<file path="config.mk">
export PLATFORM = sky130hd
export DESIGN_NAME = reassembly_context_table_flat
export DESIGN_NICKNAME = d
export VERILOG_FILES = /design/src/rtl/rct_pkg.sv /design/src/rtl/rct_req_if.sv /design/src/rtl/rct_rsp_if.sv /design/src/rtl/reassembly_context_table.sv /design/src/rtl/rct_ctrl.sv /design/src/rtl/rct_dpath.sv /design/src/flat_wrapper.sv
export SDC_FILE = /design/constraint.sdc
export NUM_CORES = 2
export LEC_CHECK = 0
export ABC_AREA = 1
export ABC_CLOCK_PERIOD_IN_PS = 27900
export CORE_MARGIN = 5
export CORE_UTILIZATION = 47
export DETAILED_ROUTE_END_ITERATION = 6
export DONT_BUFFER_PORTS = 1
export PLACE_DENSITY_LB_ADDON = 0.2
export SLEW_MARGIN = 5
export SYNTH_ARGS = -nofsm -noshare
export SYNTH_HDL_FRONTEND = slang
export SYNTH_HIERARCHICAL = 1
export SYNTH_SLANG_ARGS = --single-unit
</file>
<file path="constraint.sdc">
create_clock -name clock -period 27.9 [get_ports clock]
set_input_delay 4.185 -clock clock [delete_from_list [all_inputs] [get_ports clock]]
set_output_delay 4.185 -clock clock [all_outputs]
set_load 0.02 [all_outputs]
</file>
<file path="src/rtl/rct_pkg.sv">
// Shared types and codes for the reassembly context table.
// No dependencies; the top, controller, datapath, checker and testbench import this package.
package rct_pkg;

   localparam logic [1:0] KIND_ALLOC = 2'd0;
   localparam logic [1:0] KIND_FIND  = 2'd1;
   localparam logic [1:0] KIND_FREE  = 2'd2;
   localparam logic [1:0] KIND_TICK  = 2'd3;

   localparam logic [1:0] STATUS_OK       = 2'd0;
   localparam logic [1:0] STATUS_FULL     = 2'd1;
   localparam logic [1:0] STATUS_NOTFOUND = 2'd2;
   localparam logic [1:0] STATUS_INACTIVE = 2'd3;

   localparam logic [31:0] MAX_AGE_RESET = 32'd1000;

   localparam logic [3:0] OP_NONE  = 4'd0;
   localparam logic [3:0] OP_TICK  = 4'd1;
   localparam logic [3:0] OP_FREE  = 4'd2;
   localparam logic [3:0] OP_EXP   = 4'd3;
   localparam logic [3:0] OP_SEL   = 4'd4;
   localparam logic [3:0] OP_PUSH  = 4'd5;
   localparam logic [3:0] OP_FIND  = 4'd6;
   localparam logic [3:0] OP_FRES  = 4'd7;
   localparam logic [3:0] OP_ALLOC = 4'd8;
   localparam logic [3:0] OP_LOAD  = 4'd9;

   typedef struct packed {
      logic       ready;
      logic [3:0] op;
   } rct_cmd_type;

   typedef struct packed {
      logic       req_valid;
      logic [1:0] kind;
      logic       last;
      logic       best_valid;
      logic       out_free;
   } rct_sts_type;

endpackage

</file>
<file path="src/rtl/rct_req_if.sv">
// Request channel interface of the reassembly context table.
// Depends on nothing.
interface rct_req_if;
   logic        valid;
   logic        ready;
   logic [1:0]  kind;
   logic [15:0] tag;
   logic [63:0] src_addr;
   logic [3:0]  src_len;
   logic [2:0]  slot_in;
   modport source (output valid, kind, tag, src_addr, src_len, slot_in, input ready);
   modport sink (input valid, kind, tag, src_addr, src_len, slot_in, output ready);
endinterface

</file>
<file path="src/rtl/rct_rsp_if.sv">
// Response channel interface of the reassembly context table.
// Depends on nothing.
interface rct_rsp_if;
   logic       valid;
   logic       ready;
   logic [1:0] status;
   logic [2:0] slot_out;
   modport source (output valid, status, slot_out, input ready);
   modport sink (input valid, status, slot_out, output ready);
endinterface

</file>
<file path="src/rtl/reassembly_context_table.sv">
// Top level of the reassembly context table: controller plus datapath.
// Depends on rct_pkg, rct_req_if, rct_rsp_if, rct_ctrl and rct_dpath.
//
//   Channel  Direction  Handshake            Word
//   req_ch   in         valid/ready          kind, tag, src_addr, src_len, slot_in
//   rsp_ch   out        valid/ready          status, slot_out
//   csr      in         csr_we, no wait      csr_wdata (max_age)
//
// Tick and free pass through acceptance, execution and output load.
// Allocate and find sweep the slots once to mark expiry, then once per expired slot
// plus once more, each sweep followed by a release step; find adds a matching sweep.
// A new word is accepted only after the previous response has been loaded.
// A full output register holds the controller before loading.
// Reset is synchronous; it fills the free stack and marks all slots inactive at once.
module reassembly_context_table import rct_pkg::*; #(
   parameter int NUM_SLOTS  = 8,
   parameter int ADDR_BYTES = 8
) (
   input  logic        clock,
   input  logic        reset,
   rct_req_if.sink     req_ch,
   rct_rsp_if.source   rsp_ch,
   input  logic        csr_we,
   input  logic [31:0] csr_wdata
);
   rct_cmd_type cmd;
   rct_sts_type sts;

   rct_ctrl u_ctrl (
      .clock (clock),
      .reset (reset),
      .sts   (sts),
      .cmd   (cmd)
   );

   rct_dpath #(
      .NUM_SLOTS  (NUM_SLOTS),
      .ADDR_BYTES (ADDR_BYTES)
   ) u_dpath (
      .clock     (clock),
      .reset     (reset),
      .req_ch    (req_ch),
      .rsp_ch    (rsp_ch),
      .csr_we    (csr_we),
      .csr_wdata (csr_wdata),
      .cmd       (cmd),
      .sts       (sts)
   );
endmodule

</file>
<file path="src/rtl/rct_ctrl.sv">
// Sequencing state machine of the reassembly context table.
// Depends on rct_pkg; drives the datapath through rct_cmd_type.
module rct_ctrl import rct_pkg::*; (
   input  logic        clock,
   input  logic        reset,
   input  rct_sts_type sts,
   output rct_cmd_type cmd
);
   localparam logic [3:0] S_IDLE   = 4'd0;
   localparam logic [3:0] S_DECODE = 4'd1;
   localparam logic [3:0] S_EXP    = 4'd2;
   localparam logic [3:0] S_SEL    = 4'd3;
   localparam logic [3:0] S_PUSH   = 4'd4;
   localparam logic [3:0] S_FIND   = 4'd5;
   localparam logic [3:0] S_FRES   = 4'd6;
   localparam logic [3:0] S_ALLOC  = 4'd7;
   localparam logic [3:0] S_FINISH = 4'd8;

   logic [3:0] state_ff;
   logic [3:0] state_in;

   always_comb begin
      state_in  = state_ff;
      cmd.ready = 1'b0;
      cmd.op    = OP_NONE;
      case (state_ff)
         S_IDLE: begin
            cmd.ready = 1'b1;
            if (sts.req_valid) state_in = S_DECODE;
         end
         S_DECODE: begin
            case (sts.kind)
               KIND_TICK: begin
                  cmd.op   = OP_TICK;
                  state_in = S_FINISH;
               end
               KIND_FREE: begin
                  cmd.op   = OP_FREE;
                  state_in = S_FINISH;
               end
               default: state_in = S_EXP;
            endcase
         end
         S_EXP: begin
            cmd.op = OP_EXP;
            if (sts.last) state_in = S_SEL;
         end
         S_SEL: begin
            cmd.op = OP_SEL;
            if (sts.last) state_in = S_PUSH;
         end
         S_PUSH: begin
            cmd.op = OP_PUSH;
            if (sts.best_valid) state_in = S_SEL;
            else if (sts.kind == KIND_ALLOC) state_in = S_ALLOC;
            else state_in = S_FIND;
         end
         S_FIND: begin
            cmd.op = OP_FIND;
            if (sts.last) state_in = S_FRES;
         end
         S_FRES: begin
            cmd.op   = OP_FRES;
            state_in = S_FINISH;
         end
         S_ALLOC: begin
            cmd.op   = OP_ALLOC;
            state_in = S_FINISH;
         end
         S_FINISH: begin
            if (sts.out_free) begin
               cmd.op   = OP_LOAD;
               state_in = S_IDLE;
            end
         end
         default: state_in = S_IDLE;
      endcase
   end

   always_ff @(posedge clock) begin
      if (reset) state_ff <= S_IDLE;
      else state_ff <= state_in;
   end
endmodule

</file>
<file path="src/rtl/rct_dpath.sv">
// Slot storage, free stack, scan unit and output register of the table.
// Depends on rct_pkg and the two channel interfaces.
module rct_dpath import rct_pkg::*; #(
   parameter int NUM_SLOTS  = 8,
   parameter int ADDR_BYTES = 8
) (
   input  logic        clock,
   input  logic        reset,
   rct_req_if.sink     req_ch,
   rct_rsp_if.source   rsp_ch,
   input  logic        csr_we,
   input  logic [31:0] csr_wdata,
   input  rct_cmd_type cmd,
   output rct_sts_type sts
);
   localparam int SW = (NUM_SLOTS > 1) ? $clog2(NUM_SLOTS) : 1;
   localparam int CW = $clog2(NUM_SLOTS + 1);
   localparam int AW = 8 * ADDR_BYTES;
   localparam logic [SW-1:0] LAST_IDX = SW'(NUM_SLOTS - 1);
   localparam logic [CW-1:0] FULL_CNT = CW'(NUM_SLOTS);

   logic [SW-1:0] stack_ff [NUM_SLOTS];
   logic [CW-1:0] count_ff;
   logic          active_ff [NUM_SLOTS];
   logic          flag_ff [NUM_SLOTS];
   logic [15:0]   tag_ff [NUM_SLOTS];
   logic [AW-1:0] addr_ff [NUM_SLOTS];
   logic [3:0]    len_ff [NUM_SLOTS];
   logic [31:0]   start_ff [NUM_SLOTS];
   logic [31:0]   order_ff [NUM_SLOTS];
   logic [31:0]   now_ff;
   logic [31:0]   ord_cnt_ff;
   logic [31:0]   max_age_ff;

   logic [1:0]    kind_ff;
   logic [15:0]   q_tag_ff;
   logic [AW-1:0] q_addr_ff;
   logic [3:0]    q_len_ff;
   logic [2:0]    q_slot_ff;

   logic [SW-1:0] idx_ff;
   logic          bv_ff;
   logic [SW-1:0] best_ff;
   logic [31:0]   bage_ff;
   logic [1:0]    res_status_ff;
   logic [2:0]    res_slot_ff;
   logic          rsp_valid_ff;
   logic [1:0]    rsp_status_ff;
   logic [2:0]    rsp_slot_ff;

   logic [31:0]   age;
   logic [31:0]   elapsed;
   logic [AW-1:0] mask;
   logic          match;
   logic          cand;
   logic [SW-1:0] idx_in;
   logic          free_ok;
   logic [SW-1:0] free_idx;
   logic [SW+2:0] slot_in_ext;
   logic [SW+2:0] best_ext;
   logic [SW+2:0] pop_ext;
   logic [SW-1:0] pop_slot;
   logic [CW-1:0] pop_pos;

   assign req_ch.ready    = cmd.ready;
   assign rsp_ch.valid    = rsp_valid_ff;
   assign rsp_ch.status   = rsp_status_ff;
   assign rsp_ch.slot_out = rsp_slot_ff;

   assign sts.req_valid  = req_ch.valid;
   assign sts.kind       = kind_ff;
   assign sts.last       = (idx_ff == LAST_IDX);
   assign sts.best_valid = bv_ff;
   assign sts.out_free   = !rsp_valid_ff || rsp_ch.ready;

   always_comb begin
      for (int b = 0; b < ADDR_BYTES; b++) begin
         mask[8*b +: 8] = ({28'd0, q_len_ff} > b) ? 8'hff : 8'h00;
      end
   end

   assign age     = ord_cnt_ff - order_ff[idx_ff];
   assign elapsed = now_ff - start_ff[idx_ff];
   assign match   = (tag_ff[idx_ff] == q_tag_ff) && (len_ff[idx_ff] == q_len_ff)
                    && (((addr_ff[idx_ff] ^ q_addr_ff) & mask) == '0);
   assign cand    = active_ff[idx_ff] && ((cmd.op == OP_SEL) ? flag_ff[idx_ff] : match);
   assign idx_in  = (idx_ff == LAST_IDX) ? '0 : idx_ff + 1'b1;

   assign slot_in_ext = {{SW{1'b0}}, q_slot_ff};
   assign free_idx    = slot_in_ext[SW-1:0];
   assign free_ok     = ({29'd0, q_slot_ff} < NUM_SLOTS) && active_ff[free_idx];
   assign best_ext    = {3'b000, best_ff};
   assign pop_pos     = count_ff - 1'b1;
   assign pop_slot    = stack_ff[pop_pos[SW-1:0]];
   assign pop_ext     = {3'b000, pop_slot};

   always_ff @(posedge clock) begin
      if (reset) begin
         for (int i = 0; i < NUM_SLOTS; i++) begin
            stack_ff[i]  <= SW'(i);
            active_ff[i] <= 1'b0;
         end
         count_ff     <= FULL_CNT;
         now_ff       <= '0;
         ord_cnt_ff   <= '0;
         max_age_ff   <= MAX_AGE_RESET;
         idx_ff       <= '0;
         bv_ff        <= 1'b0;
         rsp_valid_ff <= 1'b0;
      end else begin
         if (csr_we) max_age_ff <= csr_wdata;
         if (cmd.op == OP_LOAD) rsp_valid_ff <= 1'b1;
         else if (rsp_ch.ready) rsp_valid_ff <= 1'b0;
         if (cmd.ready && req_ch.valid) begin
            kind_ff   <= req_ch.kind;
            q_tag_ff  <= req_ch.tag;
            q_addr_ff <= req_ch.src_addr[AW-1:0];
            q_len_ff  <= req_ch.src_len;
            q_slot_ff <= req_ch.slot_in;
         end
         case (cmd.op)
            OP_TICK: begin
               now_ff        <= now_ff + 1'b1;
               res_status_ff <= STATUS_OK;
               res_slot_ff   <= '0;
            end
            OP_FREE: begin
               res_slot_ff <= '0;
               if (free_ok && count_ff < FULL_CNT) begin
                  active_ff[free_idx]         <= 1'b0;
                  stack_ff[count_ff[SW-1:0]] <= free_idx;
                  count_ff                    <= count_ff + 1'b1;
                  res_status_ff               <= STATUS_OK;
               end else if (free_ok) begin
                  active_ff[free_idx] <= 1'b0;
                  res_status_ff       <= STATUS_OK;
               end else begin
                  res_status_ff <= STATUS_INACTIVE;
               end
            end
            OP_EXP: begin
               flag_ff[idx_ff] <= active_ff[idx_ff] && (elapsed >= max_age_ff);
               idx_ff          <= idx_in;
               bv_ff           <= 1'b0;
            end
            OP_SEL, OP_FIND: begin
               if (cand && (!bv_ff || age < bage_ff)) begin
                  bv_ff   <= 1'b1;
                  best_ff <= idx_ff;
                  bage_ff <= age;
               end
               idx_ff <= idx_in;
            end
            OP_PUSH: begin
               if (bv_ff) begin
                  active_ff[best_ff] <= 1'b0;
                  flag_ff[best_ff]   <= 1'b0;
                  if (count_ff < FULL_CNT) begin
                     stack_ff[count_ff[SW-1:0]] <= best_ff;
                     count_ff                    <= count_ff + 1'b1;
                  end
               end
               bv_ff <= 1'b0;
            end
            OP_FRES: begin
               if (bv_ff) begin
                  res_status_ff <= STATUS_OK;
                  res_slot_ff   <= best_ext[2:0];
               end else begin
                  res_status_ff <= STATUS_NOTFOUND;
                  res_slot_ff   <= '0;
               end
            end
            OP_ALLOC: begin
               if (count_ff == '0) begin
                  res_status_ff <= STATUS_FULL;
                  res_slot_ff   <= '0;
               end else begin
                  count_ff            <= pop_pos;
                  active_ff[pop_slot] <= 1'b1;
                  tag_ff[pop_slot]    <= q_tag_ff;
                  addr_ff[pop_slot]   <= q_addr_ff;
                  len_ff[pop_slot]    <= q_len_ff;
                  start_ff[pop_slot]  <= now_ff;
                  order_ff[pop_slot]  <= ord_cnt_ff;
                  ord_cnt_ff          <= ord_cnt_ff + 1'b1;
                  res_status_ff       <= STATUS_OK;
                  res_slot_ff         <= pop_ext[2:0];
               end
            end
            OP_LOAD: begin
               rsp_status_ff <= res_status_ff;
               rsp_slot_ff   <= res_slot_ff;
            end
            default: ;
         endcase
      end
   end
endmodule

</file>
<file path="src/flat_wrapper.sv">
// flat-port wrapper written by rule: the top's interface ports become plain ports
module reassembly_context_table_flat import rct_pkg::*;
#(
   parameter int NUM_SLOTS  = 8,
   parameter int ADDR_BYTES = 8
)
  (clock, reset, csr_we, csr_wdata, req_ch_valid, req_ch_kind, req_ch_tag, req_ch_src_addr, req_ch_src_len, req_ch_slot_in, req_ch_ready, rsp_ch_valid, rsp_ch_status, rsp_ch_slot_out, rsp_ch_ready);
  rct_req_if req_ch_i ();
  rct_rsp_if rsp_ch_i ();
  input  logic clock;
  input  logic reset;
  input  logic csr_we;
  input  logic [31:0] csr_wdata;
  input wire logic [$bits(req_ch_i.valid)-1:0] req_ch_valid;
  input wire logic [$bits(req_ch_i.kind)-1:0] req_ch_kind;
  input wire logic [$bits(req_ch_i.tag)-1:0] req_ch_tag;
  input wire logic [$bits(req_ch_i.src_addr)-1:0] req_ch_src_addr;
  input wire logic [$bits(req_ch_i.src_len)-1:0] req_ch_src_len;
  input wire logic [$bits(req_ch_i.slot_in)-1:0] req_ch_slot_in;
  output wire logic [$bits(req_ch_i.ready)-1:0] req_ch_ready;
  output wire logic [$bits(rsp_ch_i.valid)-1:0] rsp_ch_valid;
  output wire logic [$bits(rsp_ch_i.status)-1:0] rsp_ch_status;
  output wire logic [$bits(rsp_ch_i.slot_out)-1:0] rsp_ch_slot_out;
  input wire logic [$bits(rsp_ch_i.ready)-1:0] rsp_ch_ready;
  assign req_ch_i.valid = req_ch_valid;
  assign req_ch_i.kind = req_ch_kind;
  assign req_ch_i.tag = req_ch_tag;
  assign req_ch_i.src_addr = req_ch_src_addr;
  assign req_ch_i.src_len = req_ch_src_len;
  assign req_ch_i.slot_in = req_ch_slot_in;
  assign req_ch_ready = req_ch_i.ready;
  assign rsp_ch_valid = rsp_ch_i.valid;
  assign rsp_ch_status = rsp_ch_i.status;
  assign rsp_ch_slot_out = rsp_ch_i.slot_out;
  assign rsp_ch_i.ready = rsp_ch_ready;
  reassembly_context_table #(.NUM_SLOTS(NUM_SLOTS), .ADDR_BYTES(ADDR_BYTES)) u_core (.clock(clock), .reset(reset), .req_ch(req_ch_i), .rsp_ch(rsp_ch_i), .csr_we(csr_we), .csr_wdata(csr_wdata));
endmodule
</file>
* Word-level counts from Yosys, hierarchy flattened
Memories as Yosys holds them, arrays and structs flattened. A register that Yosys moved wholly into a read port is not among the register bits.
Index checks and enable logic that the tools add are counted.
Widths: inputs -> output; s select.
** Cells by class
- $add $sub $neg :: 7
- Reduce and logical (&&, ||, !) cells :: 40
- Bitwise operators :: 6
- Eq/ne operators :: 32
- $lt $le $gt $ge :: 11
- Mux-type cells :: 99
** Operators by type and width (number)
- $mux 3 :: 26
- $add 32x1->32 const B :: 2
- $and 64x64->64 :: 1
- $logic_not 64->1 :: 1
- $mux 8 :: 8
- $pmux 4 s8 :: 2
- $sub 32x32->32 :: 2
- $xor 64x64->64 :: 1
- $mux 4 :: 11
- $mux 1 :: 43
- $eq 4x3->1 const B :: 8
- $ge 32x32->1 :: 1
- $lt 32x32->1 :: 1
- $eq 16x16->1 :: 1
- $eq 4x2->1 const B :: 4
- $gt 4x3->1 const B :: 4
- $eq 4x4->1 const B :: 3
- $ne 2x2->1 const B :: 6
- $pmux 4 s3 :: 1
- $reduce_and 2->1 :: 6
- $reduce_and 5->1 :: 2
- $reduce_or 2->1 :: 5
- $pmux 3 s3 :: 1
- $eq 4x1->1 const B :: 2
- other kinds (27) :: 53
** Word-level totals
- Bits of input ports :: 126
- Bits in writable memories :: 1224
- Memories kept :: 8
- Register bits after elaboration :: 243
- Word-level logic and storage cells :: 222
** Memories
- u_core.u_dpath.addr_ff :: depth 8, width 64, read ports 1, clocked after Yosys merged registers in 1, wr ports 1, RTL line rct_dpath.sv:27 : logic [AW-1:0] addr_ff [NUM_SLOTS];
- u_core.u_dpath.order_ff :: depth 8, width 32, read ports 1, clocked after Yosys merged registers in 1, wr ports 1, RTL line rct_dpath.sv:30 : logic [31:0] order_ff [NUM_SLOTS];
- u_core.u_dpath.start_ff :: depth 8, width 32, read ports 1, clocked after Yosys merged registers in 1, wr ports 1, RTL line rct_dpath.sv:29 : logic [31:0] start_ff [NUM_SLOTS];
- u_core.u_dpath.tag_ff :: depth 8, width 16, read ports 1, clocked after Yosys merged registers in 1, wr ports 1, RTL line rct_dpath.sv:26 : logic [15:0] tag_ff [NUM_SLOTS];
- u_core.u_dpath.len_ff :: depth 8, width 4, read ports 1, clocked after Yosys merged registers in 1, wr ports 1, RTL line rct_dpath.sv:28 : logic [3:0] len_ff [NUM_SLOTS];
- u_core.u_dpath.stack_ff :: depth 8, width 3, read ports 1, clocked after Yosys merged registers in 0, wr ports 8, RTL line rct_dpath.sv:22 : logic [SW-1:0] stack_ff [NUM_SLOTS];
- 2 more memories

* Depth between registers and ports, before layout
- Word-level depth :: 13
- Depth in mapped cells :: 34
- Depth with buffers taken out :: 28

* By module
Netlist, hierarchy kept.
** Modules (own cells, without submodules)
- rct_dpath :: area an instance 64219.1 um2, cells each 5875, times used 1, seq. area each 43001.2 um2
- rct_ctrl :: area an instance 396.6 um2, cells each 72, times used 1, seq. area each 80.1 um2

* Worst setup path after synthesis
No wires, ideal clock.
- Path type :: input -> register
- From :: input rsp_ch_ready
- To :: memory u_core/u_dpath/addr_ff[5][0] in the netlist's numbering (enable)
- Buffers on the path :: 0
- Library setup time :: 0.657 ns
- Arrival time :: 11.665 ns
- Stages :: 12
- Path slack :: 15.578 ns
- Path through :: inv_1 -> nand2_1 -> nand4_1 -> o21ai_0 -> inv_2 -> nor2_2 -> nand3_2 -> nor2_4 -> inv_2 -> nor2_1 -> nand3_1 -> nor2_1
** RTL lines
- from (decl) :: RTL line flat_wrapper.sv:24 : input wire logic [$bits(rsp_ch_i.ready)-1:0] rsp_ch_ready;
- to (decl) :: RTL line rct_dpath.sv:27

==> metrics.cfg <==
[outcome]
status=complete, but fails checks
failing_checks=DRC

[routing]
detailed_route_drc_error_count=3
drt_first_pass_iters=7
drt-initial-drc-count=3182
detail_route.vias_per_cell=5.44
routed_len_inst_um=19.5
ant_nets=0
vias=42500
routed_wl_um=152000

[clock_network]
postCtsSetupBuffers=0
cts_root_buf=clkbuf_16
h-tree-depth=4
worst_setup_hold_path_clk_slew_ps=50
cts_resized=0
count_of_hold_fix_buffers_inserted_at_cts=0
clock_sink_count=1473
cts_made_buffers=158
max-clock-path-buffers=3
worstSkewPairLatency_ps=800
tritoncts=done

[critical_path]
startpoint_type=input pin
cp_max_fo=58
timing.critical_path.to=u_core/u_dpath/addr_ff[7][47]$_DFFE_PP_
type_of_the_worst_setup_path=in -> reg
startpoint=rsp_ch_ready
timing.critical_path.arrival_ps=8730
worst-endpoint-required_ps=28310
setup.reg_to_reg.worst_slack_ps=20000
critical_path.reg2reg.endpoint=u_core/u_dpath/bage_ff[30]$_DFFE_PP_
ff2ff_path_depth=23
crit_path_end_kind=register

[placement]
io_buffer_count=0
gp_routability_congestion=0.877
dpl.hpwl_um=84300

[timing]
timing_max_transition_violations_final=0
grt_setup_unrepaired=false
timing.fmax_mhz=120
final-hold-violation-count=0
finalClockSkew_ps=40.2
worstMarginPinSlew_ps=1190
period_needed_ps=8320
worst_rel_slew_slack_pct=20.3
finalCritPeriodShare_pct=29.8
totalNegativeSetupSlack_ps=0
timing.final.setup_violations=0

[final_layout]
nNetsFinal=6148
syn_to_final_growth_pct=9.99
finalCoreUtilization_pct=51.9
drive_above_1_share_pct=5.32
final_common_cell=edfxtp_1
most-common-layout-cells=edfxtp_1 (1358), nand2_1 (1238), nor2_1 (669), inv_1 (532), o21ai_0 (526)

[yosys]
synth.cell_area_mm2=0.0646
synth_seq_area_share_pct=66.7
synthCells=5947
synthDistinctLibCells=58
synth.avg_cell_area_um2=10.9
syn-num-nets=6207
synth-seq-cells=1473
yosysWarnings=6

[power_and_ir_drop]
peakVddDrop_v=0.0000659
powerDensity_mw_per_mm2=91.0
p_leak_uw=0.0270

[floorplanning]
die_height_um=381
initial_core_util_pct=47.2
design.portCount=133
die-width_um=381
core_area_mm2=0.137
fp.dieArea_mm2=0.145
num_rows=136

[grt]
grt_overflow_total=0
number_of_global_route_vias_before_repair=41000
wire_length_of_the_first_global_routing_pass_um=236000
grt_antenna_before_repair=6
groute.usage.overall_pct=20.6
grt_max_degree=240

[flow_run]
cap_violations=0

[hold_path]
worst_hold_check_path_type=reg -> reg

-- metal layers --
| metal | vias to the layer above | global-route usage [%] | wire length (um) | share of wire [%] |
|---|---|---|---|---|
| li1 | 20500 | - | - | - |
| met1 | 20700 | 27.6 | 67200 | 44 |
| met2 | 1064 | 34.4 | 73200 | 48 |
| met3 | 233 | 4.04 | 8650 | 5.7 |
| met4 | 2 | 5.96 | 3460 | 2.3 |
| met5 | - | 0 | 13 | 0.0085 |
-- cell type report --
type                       count  area, um2
inverter                     551       2100
clock inverter                74        792
sequential                  1473      43100
antenna                        4       10.0
fill                       11800      65900
timing repair buffer          41        383
tap                         1794       2240
multi-input combinational   3663      18200
clock buffer                 208       4230
-- synthesized netlist by cell type (all sizes together) --
master | n | area share [%]
edfxtp | 1358 | 63
nand2 | 1246 | 7.3
nor2 | 695 | 4.2
o21ai | 552 | 4.3
inv | 549 | 3.2
nand3 | 423 | 3.3
a21oi | 187 | 1.4
buf | 151 | 1.4
ha | 132 | 2.6
dfxtp | 115 | 3.6
clkbuf | 109 | 0.63
o221ai | 71 | 0.96
o22ai | 67 | 0.65
xor2 | 55 | 0.75
nor3 | 37 | 0.33
nand3b | 30 | 0.35
nand4 | 28 | 0.30
xnor2 | 28 | 0.38
a31oi | 17 | 0.16
o211ai | 16 | 0.19
nor4 | 13 | 0.14
o21a | 13 | 0.15
nor3b | 9 | 0.12
a211oi | 7 | 0.081
mux2i | 6 | 0.093
o21bai | 5 | 0.058
o31ai | 5 | 0.058
a21boi | 4 | 0.046
a21o | 3 | 0.035
a221oi | 3 | 0.041
o2111ai | 3 | 0.041
and3 | 2 | 0.019
clkinv | 2 | 0.012
fa | 2 | 0.062
a22oi | 1 | 0.012
nor4b | 1 | 0.023
o221a | 1 | 0.017
or4 | 1 | 0.012
-- metrics by stage --
step,hold WS (ps),cells,area [um2],power [uW],setup WS (ps)
after floorplan,400,5947,64600,4000,15580
after global placement,404,7522,66000,4450,18880
after detailed placement,405,7522,66000,4490,18700
after CTS,416,7804,71100,6530,19510
after global routing,439,7804,71100,6880,19250
final,418,7808,71100,6470,19580
-- power breakdown --
group	leakage, uW	switching (uW)	internal, uW	total [uW]
registers	0.0136	88.8	2490	2580
clock network	0.00244	858	1170	2030
logic	0.0110	1300	568	1860
-- sequential cells by signal, summed over array words and instances, names as in the netlist, 8 cells and up, named ones only --
| name | flops |
|---|---|
| u_core/u_dpath/tag_ff | 128 |
| u_core/u_dpath/now_ff | 32 |
| u_core/u_dpath/stack_ff | 24 |
| u_core/u_dpath/q_addr_ff | 64 |
| u_core/u_dpath/flag_ff | 8 |
| u_core/u_dpath/bage_ff | 32 |
| u_core/u_dpath/addr_ff | 512 |
| u_core/u_dpath/active_ff | 8 |
| u_core/u_dpath/q_tag_ff | 16 |
| u_core/u_dpath/start_ff | 256 |
| u_core/u_dpath/order_ff | 256 |
| u_core/u_dpath/len_ff | 32 |
| u_core/u_dpath/ord_cnt_ff | 32 |
| u_core/u_dpath/max_age_ff | 32 |
-- kinds of logic (layout without fill, tap and decap cells) --
kind of cell / count (synthesis) / in the layout / share of synthesized area, %
other: 0 / 4 / 0
multiplexers: 6 / 6 / 0.0929
XOR/XNOR: 83 / 83 / 1.13
AO/OA/AOI/OAI: 955 / 955 / 8.23
AND/OR/NAND/NOR: 2485 / 2485 / 16.0
adder cells (fa/ha/maj): 134 / 134 / 2.62
buffers and inverters: 811 / 874 / 5.24
flip-flops: 1473 / 1473 / 66.7
-- how the worst min path moves through the flow --
stage,from,to,slack (ps),depth (start not counted)
4_1_cts,u_core/u_dpath/res_slot_ff[2]$_DFFE_PP_,u_core/u_dpath/rsp_ch.slot_out[2]$_DFFE_PP_,420,0
3_3_place_gp,u_core/u_dpath/res_slot_ff[2]$_DFFE_PP_,u_core/u_dpath/rsp_ch.slot_out[2]$_DFFE_PP_,400,0
2_1_floorplan,u_core/u_dpath/res_slot_ff[0]$_DFFE_PP_,u_core/u_dpath/rsp_ch.slot_out[0]$_DFFE_PP_,400,0
3_5_place_dp,u_core/u_dpath/res_status_ff[0]$_DFFE_PP_,u_core/u_dpath/rsp_ch.status[0]$_DFFE_PP_,400,0
6_report,u_core/u_dpath/res_status_ff[0]$_DFFE_PP_,u_core/u_dpath/rsp_ch.status[0]$_DFFE_PP_,420,0
5_1_grt,u_core/u_dpath/res_slot_ff[0]$_DFFE_PP_,u_core/u_dpath/rsp_ch.slot_out[0]$_DFFE_PP_,440,0
-- worst max-delay path, cell delays in order --
cell and delay (ps):
inv_1 20, nand2_1 100, nand4_1 120, o21ai_0 180
inv_2 60, nor2_2 120, nand3_2 180, nor2_4 230
inv_2 140, nor2_1 240, nand3_1 440, nor2_4 220
buf_4 810, buf_4 880, buf_4 720
Power figures use the tool's default switching activity.
